[src/hdl/cyk_binary_grammar_recognizer_unit_macros.svh]
// Assertion macros used by the recognizer controller
`ifndef CYK_BINARY_GRAMMAR_RECOGNIZER_UNIT_MACROS_SVH
`define CYK_BINARY_GRAMMAR_RECOGNIZER_UNIT_MACROS_SVH
`ifndef SYNTH
// Check a property on every clock edge outside reset
`define CYK_ASSERT(lbl, prop) \
  lbl: assert property (@(posedge clk_i) disable iff (!rst_ni) (prop)) \
    else $error("cyk assertion failed");
// Check that a condition leads to another one on the next edge
`define CYK_ASSERT_NEXT(lbl, pre, post) \
  lbl: assert property (@(posedge clk_i) disable iff (!rst_ni) (pre) |=> (post)) \
    else $error("cyk assertion failed");
`else
`define CYK_ASSERT(lbl, prop)
`define CYK_ASSERT_NEXT(lbl, pre, post)
`endif
`endif

[src/hdl/cyk_pkg.sv]
// Shared types, constants and rule-combine function of the CYK recognizer
package cyk_pkg;

  localparam int unsigned SYM_W  = 2;
  localparam int unsigned MASK_W = 4;
  localparam int unsigned RULE_W = 64;

  typedef struct packed {
    logic [SYM_W-1:0] symbol;
    logic             last;
  } in_item_t;

  typedef struct packed {
    logic [MASK_W-1:0] letter_mask;
    logic              none_possible;
    logic              overflow;
  } out_item_t;

  // Commands from the controller to the datapath
  typedef struct packed {
    logic leaf_we;   // store a loaded symbol on the diagonal
    logic rd_en;     // read two cells
    logic fill;      // the read belongs to a split point of the fill
    logic first;     // first split point of a cell
    logic last_mid;  // last split point of a cell
    logic out_load;  // load the result register
    logic overflow;  // overflow flag for the result
  } cmd_t;

  // Symbols that rewrite to (some symbol of lm)(some symbol of rm)
  function automatic logic [MASK_W-1:0] combine(logic [RULE_W-1:0] rules,
                                                logic [MASK_W-1:0] lm,
                                                logic [MASK_W-1:0] rm);
    logic [MASK_W-1:0] res;
    res = '0;
    for (int i = 0; i < 4; i++) begin
      for (int j = 0; j < 4; j++) begin
        if (lm[j] && ((rules[i*16 + j*4 +: 4] & rm) != '0)) begin
          res[i] = 1'b1;
        end
      end
    end
    return res;
  endfunction

endpackage

[src/hdl/cyk_ctrl.sv]
// Controller: symbol loading, span/left/midpoint walk and result handshake
`include "cyk_binary_grammar_recognizer_unit_macros.svh"
module cyk_ctrl #(
  parameter int unsigned MAX_LEN = 64,
  localparam int unsigned IW = (MAX_LEN > 1) ? $clog2(MAX_LEN) : 1
) (
  input  logic          clk_i,
  input  logic          rst_ni,
  input  logic          in_valid_i,
  input  logic          in_last_i,
  output logic          in_stall_o,
  output logic          out_valid_o,
  input  logic          out_stall_i,
  output cyk_pkg::cmd_t cmd_o,
  output logic [IW-1:0] leaf_idx_o,
  output logic [IW-1:0] rd_a_row_o,
  output logic [IW-1:0] rd_a_col_o,
  output logic [IW-1:0] rd_b_row_o,
  output logic [IW-1:0] rd_b_col_o,
  output logic [IW-1:0] cell_row_o,
  output logic [IW-1:0] cell_col_o
);

  localparam int unsigned CW = $clog2(MAX_LEN + 1);

  typedef enum logic [2:0] {
    S_LOAD,
    S_FILL,
    S_GAP,
    S_RD,
    S_RES
  } state_e;

  state_e        state_q;
  logic [CW-1:0] cnt_q;
  logic          ovf_q;
  logic [IW-1:0] len_q, left_q, mid_q, last_idx_q;
  logic          out_valid_q;
  logic [IW-1:0] right, mid_nx, n_minus1;
  logic          in_accept, store, out_free;

  assign right     = left_q + len_q;
  assign mid_nx    = mid_q + IW'(1);
  assign in_accept = in_valid_i && (state_q == S_LOAD);
  assign store     = in_accept && (cnt_q < CW'(MAX_LEN));
  assign n_minus1  = store ? cnt_q[IW-1:0] : IW'(MAX_LEN - 1);
  assign out_free  = !out_valid_q || !out_stall_i;

  assign in_stall_o  = (state_q != S_LOAD);
  assign out_valid_o = out_valid_q;

  // Drive commands and addresses
  always_comb begin
    cmd_o.leaf_we  = store;
    cmd_o.rd_en    = (state_q == S_FILL) || (state_q == S_RD);
    cmd_o.fill     = (state_q == S_FILL);
    cmd_o.first    = (mid_q == left_q);
    cmd_o.last_mid = (mid_nx == right);
    cmd_o.out_load = (state_q == S_RES) && out_free;
    cmd_o.overflow = ovf_q;
    leaf_idx_o     = cnt_q[IW-1:0];
    rd_a_row_o     = (state_q == S_RD) ? '0 : left_q;
    rd_a_col_o     = (state_q == S_RD) ? last_idx_q : mid_q;
    rd_b_row_o     = mid_nx;
    rd_b_col_o     = right;
    cell_row_o     = left_q;
    cell_col_o     = right;
  end

  // State, counters and result valid
  always_ff @(posedge clk_i or negedge rst_ni) begin
    if (!rst_ni) begin
      state_q     <= S_LOAD;
      cnt_q       <= '0;
      ovf_q       <= 1'b0;
      len_q       <= '0;
      left_q      <= '0;
      mid_q       <= '0;
      last_idx_q  <= '0;
      out_valid_q <= 1'b0;
    end else begin
      // drop the result once taken, unless a new one replaces it
      if (out_valid_q && !out_stall_i && !cmd_o.out_load) begin
        out_valid_q <= 1'b0;
      end
      case (state_q)
        S_LOAD: begin
          if (in_accept) begin
            if (!store) begin
              ovf_q <= 1'b1;
            end
            if (in_last_i) begin
              cnt_q      <= '0;
              last_idx_q <= n_minus1;
              len_q      <= IW'(1);
              left_q     <= '0;
              mid_q      <= '0;
              state_q    <= (n_minus1 == '0) ? S_RD : S_FILL;
            end else if (store) begin
              cnt_q <= cnt_q + CW'(1);
            end
          end
        end
        S_FILL: begin
          if (mid_nx == right) begin
            if (right == last_idx_q) begin
              state_q <= S_GAP;
            end else begin
              left_q <= left_q + IW'(1);
              mid_q  <= left_q + IW'(1);
            end
          end else begin
            mid_q <= mid_nx;
          end
        end
        S_GAP: begin
          // let the last cell of this span land before the next span reads it
          if (len_q == last_idx_q) begin
            state_q <= S_RD;
          end else begin
            len_q   <= len_q + IW'(1);
            left_q  <= '0;
            mid_q   <= '0;
            state_q <= S_FILL;
          end
        end
        S_RD: begin
          state_q <= S_RES;
        end
        S_RES: begin
          if (out_free) begin
            out_valid_q <= 1'b1;
            ovf_q       <= 1'b0;
            state_q     <= S_LOAD;
          end
        end
        default: begin
          state_q <= S_LOAD;
        end
      endcase
    end
  end

  `CYK_ASSERT(a_mid_in_span, (state_q == S_FILL) |-> (mid_q >= left_q && mid_q < right))
  `CYK_ASSERT(a_cell_in_string, (state_q == S_FILL) |-> (right <= last_idx_q))
  `CYK_ASSERT(a_no_result_clobber, cmd_o.out_load |-> !(out_valid_q && out_stall_i))
  `CYK_ASSERT(a_count_bound, cnt_q <= CW'(MAX_LEN))
  `CYK_ASSERT_NEXT(a_gap_after_fill, (state_q == S_FILL) && (mid_nx == right) && (right == last_idx_q), state_q == S_GAP)

endmodule

[config.mk]
export PLATFORM = sky130hd
export DESIGN_NAME = cyk_ctrl
export DESIGN_NICKNAME = d
export VERILOG_FILES = /design/src/hdl/cyk_pkg.sv /design/src/hdl/cyk_ctrl.sv
export VERILOG_INCLUDE_DIRS = /design/src /design/src/hdl
export SDC_FILE = /design/constraint.sdc
export NUM_CORES = 1
export LEC_CHECK = 0
export BUFFER_PORTS_ARGS = -buffer_cell sky130_fd_sc_hd__buf_2
export CAP_MARGIN = 10
export CORE_ASPECT_RATIO = 2
export CORE_MARGIN = 5
export CORE_UTILIZATION = 55
export CTS_CLUSTER_SIZE = 40
export DETAILED_ROUTE_END_ITERATION = 10
export MAX_ROUTING_LAYER = met4
export PLACE_DENSITY = 0.77
export SLEW_MARGIN = 20
export SYNTH_ARGS = -nofsm -noshare
export SYNTH_HDL_FRONTEND = slang
export SYNTH_SLANG_ARGS = --single-unit
[constraint.sdc]
create_clock -name clk_i -period 3.1 [get_ports clk_i]
set_input_delay 0.155 -clock clk_i [delete_from_list [all_inputs] [get_ports clk_i]]
set_output_delay 0.155 -clock clk_i [all_outputs]
set_load 0.1 [all_outputs]
==> qor_table.md <==
| Result | Reported |
| --- | --- |
| Later-pin clock latency in the skew report | 0.29 ns |
| Final #Nets | 358 |
| Crit Path Class | reg2reg |
| Die outline width | 59.7 um |
| Worst setup slack after layout | 0.141 ns |
| Number of cells after detailed placement | 392 |
| Initial core utilization | 56.4% |
| Final setup violation count | 0 |
| Dominant cell by count in the synthesized netlist | sky130_fd_sc_hd__dfrtp_1 |
| Half-perimeter wire length after detailed placement | 5790 um |
| Vias in the first global route | 2360 |
| DIE HEIGHT | 109 um |
| Setup repair after global routing missed its margin | false |
| Cell at the slowest stage of the critical path | sky130_fd_sc_hd__dfrtp_4 |
| Via Count | 2373 |
| Mean instance size in the synthesized netlist | 9.21 um^2 |
| Sum of routed wire length over all layers | 7290 um |
| FF+latch count, synth | 36 |
| Critical path cell sequence | ha_4, inv_2, fa_2, nand2b_1, o2bb2ai_1, buf_4, xor3_1, nand4_1, or3_1, a211oi_1, o32a_1 |
| Slowest cell delay on critical path | 0.49 ns |
| Vias per cell | 5.92 |
| Kind of end point of the critical path | register |
| Synthesized netlist cell count | 295 |
| Post-CTS setup buffer count | 0 |
| Clock Skews | 0.0124 ns |
| Count of inserted antenna diode cells | 0 |
| Unique cell type count in the Yosys netlist | 56 |
| Measured slew at the worst slew-check pin | 0.803 ns |
| Top achievable clock speed | 0.338 GHz |
| Count of yosys warnings during synthesis | 0 |
| Bufs on Longest Clock Path | 2 |
| Count of endpoints failing hold in the final timing report | 0 |
| DP Worst Slack | 0.165 ns |
| Result of the run | complete, no violations |
| Area share of the largest cell type after synthesis | 33.1% |
| # clock sinks | 36 |
| Fraction of synthesis flops using an asynchronous set or reset pin | 100% |
| Final critical delay including setup and external delays | 2.96 ns |
| Hold Path Class | in2reg |
| Final worst-path cycle share | 95.5% |
| Final Max Slew Viols | 0 |
| Max-cap viol count | 0 |
| Number of buffers created by CTS | 5 |
| Post-route worst hold slack | 0.102 ns |
| Die area | 6530 um^2 |
| Peak fanout along the critical path | 8 |
| Top cells by area in the synthesized netlist | sky130_fd_sc_hd__dfrtp_1 33%, sky130_fd_sc_hd__xnor2_1 7.7%, sky130_fd_sc_hd__nor2_1 4.6%, sky130_fd_sc_hd__xor2_1 4.5%, sky130_fd_sc_hd__ha_1 4.1% |
| Largest net degree at the start of global routing | 37 |
| Worst EP required | 3.33 ns |
| Clock edge transition at the registers on the reported setup and hold paths | 0.08 ns |
| Global-route wire length before repair | 11800 um |
| Synth Net Count | 310 |
| Final RePlAce weighted congestion | 0.891 |
| Row count | 36 |
| Crit start category | register |
| Fraction of layout instances using a drive strength above 1 | 31.1% |
| Sequential area share after synthesis | 33.1% |
| Number of buffers and inverters on the critical path | 2 |
| Signed area change from the synthesized netlist to the final layout | 19.4% |
| Total I/O pin count | 56 |
| Number of non-filler instances in the completed layout | 401 |
| Summed instance area of the synthesized netlist | 2720 um^2 |
| Residual DRC | 0 |
| Post-synth top cells | 36 x sky130_fd_sc_hd__dfrtp_1, 33 x sky130_fd_sc_hd__nor2_1, 24 x sky130_fd_sc_hd__xnor2_1 |
| Number of buffers added on ports | 55 |
| Number of antenna violations at the first check in global routing | 0 |
| Cell family with the largest share of critical-path delay | simple AND/OR/NAND/NOR gates |
| H-tree Lvls | 2 |
| Aggregate global-route resource usage | 24.9% |
| Final ANT Viol Nets | 0 |
| Worst-case headroom to the max-slew limit | 46.5% |
| Number of search-and-repair iterations in the first detailed-routing pass | 4 |
| Cell taking the most area after synthesis | sky130_fd_sc_hd__dfrtp_1 |
| Most used flip-flop cell after synthesis | sky130_fd_sc_hd__dfrtp_1 |
| CTS tree | built |
| Iteration-0 DRC Markers | 96 |
| Core area | 4820 um^2 |
| Data arrival time of the critical path | 3.19 ns |
| Global-route congestion overflow total | 0 |
| Routed len/inst | 18.2 um |
| Count of flip-flops with a built-in enable after synthesis | 0 |
| Buffer type at the clock tree root | sky130_fd_sc_hd__clkbuf_8 |
[layout by cell type, fill, tap and decap left out, types with 3 or more instances in the layout]
| cell | instances |
|---|---|
| sky130_fd_sc_hd__nor2_1 | 33 |
| sky130_fd_sc_hd__a31oi_1 | 8 |
| sky130_fd_sc_hd__nand3_1 | 9 |
| sky130_fd_sc_hd__a21o_1 | 3 |
| sky130_fd_sc_hd__inv_1 | 6 |
| sky130_fd_sc_hd__xnor2_4 | 3 |
| sky130_fd_sc_hd__nand2_1 | 18 |
| sky130_fd_sc_hd__xor3_1 | 4 |
| sky130_fd_sc_hd__dfrtp_1 | 32 |
| sky130_fd_sc_hd__o21ai_1 | 4 |
| sky130_fd_sc_hd__and2_1 | 7 |
| sky130_fd_sc_hd__nor3_1 | 8 |
| sky130_fd_sc_hd__a21oi_1 | 14 |
| sky130_fd_sc_hd__mux2_2 | 7 |
| sky130_fd_sc_hd__o21ai_0 | 4 |
| sky130_fd_sc_hd__buf_2 | 54 |
| sky130_fd_sc_hd__nand4_1 | 6 |
| sky130_fd_sc_hd__clkbuf_8 | 5 |
| sky130_fd_sc_hd__buf_4 | 13 |
| sky130_fd_sc_hd__ha_1 | 8 |
| sky130_fd_sc_hd__o211ai_1 | 3 |
| sky130_fd_sc_hd__xnor2_1 | 21 |
| sky130_fd_sc_hd__o21bai_1 | 3 |
| sky130_fd_sc_hd__nand2b_1 | 3 |
| sky130_fd_sc_hd__xor2_1 | 12 |
[worst reg2reg max path, delay by kind of cell (launching register included)]
kind	cells	cell delay, ns
AND/OR/NAND/NOR	3	0.73
AO/OA/AOI/OAI	3	0.72
adder cells (fa/ha/maj)	2	0.56
flip-flops	1	0.49
buffers and inverters	2	0.22
XOR/XNOR	1	0.19
[sequential cells by signal (all words and copies together), names as in the netlist]
signal       cells
last_idx_q       6
cell_row_o       6
out_valid_o      1
mid_q            6
cnt_q            7
len_q            6
ovf_q            1
state_q          3
[routing by layer]
| layer | track usage, % | up-vias | wire, um |
|---|---|---|---|
| li1 | - | 1123 | - |
| met4 | 12.0 | 0 | 276 |
| met5 | - | - | 0 |
| met3 | 3.06 | 20 | 282 |
| met1 | 25.9 | 1152 | 2560 |
| met2 | 44.5 | 78 | 4170 |
[stage by stage]
stage | cell area (um^2) | TNS (ns) | utilization, %
detailed placement | 3130 | 0 | 64.9
finish | 3250 | 0 | 67.3
global placement | 3130 | 0 | 64.9
global route | 3250 | 0 | 67.3
floorplan | 2850 | -2.35 | -
CTS | 3250 | 0 | 67.3
[kinds of logic after synthesis]
logic type | count (synthesis) | share of synthesized area, %
AND/OR/NAND/NOR | 98 | 17.5
AO/OA/AOI/OAI | 61 | 15.7
flip-flops | 36 | 33.1
multiplexers | 9 | 3.73
XOR/XNOR | 45 | 17.5
adder cells (fa/ha/maj) | 10 | 4.88
buffers and inverters | 36 | 7.50
[worst paths after layout]
path / from / endpoint / slack, ns / depth (start not counted)
hold / removal: in_last_i / cnt_q[0] / 0.10 / 2
max in group asynchronous: rst_ni / cell_row_o[1] / 2.01 / 2
setup / recovery: cell_row_o[0] / mid_q[3] / 0.14 / 11
min in group asynchronous: rst_ni / out_valid_o / 0.50 / 2
hold reg to reg: ovf_q / ovf_q / 0.51 / 2
setup reg to reg: cell_row_o[0] / mid_q[3] / 0.14 / 11
[repair_timing]
action                     CTS  global route
setup endpoints to repair    0             1
resized for setup            0             1
hold buffers                 1             0
hold endpoints to repair    36             0
[cell type report]
cell class	instances	area, um^2
multi-input cells	223	1730
fillers	430	1570
flip-flops and latches	36	911
repair buffers	69	398
clock buffers	6	72.6
well taps	57	71.3
clock inverters	2	35.0
inverters	8	32.5
Power is not shown: default switching activity piles up to over one toggle a cycle in this logic, so the estimate is an artifact.
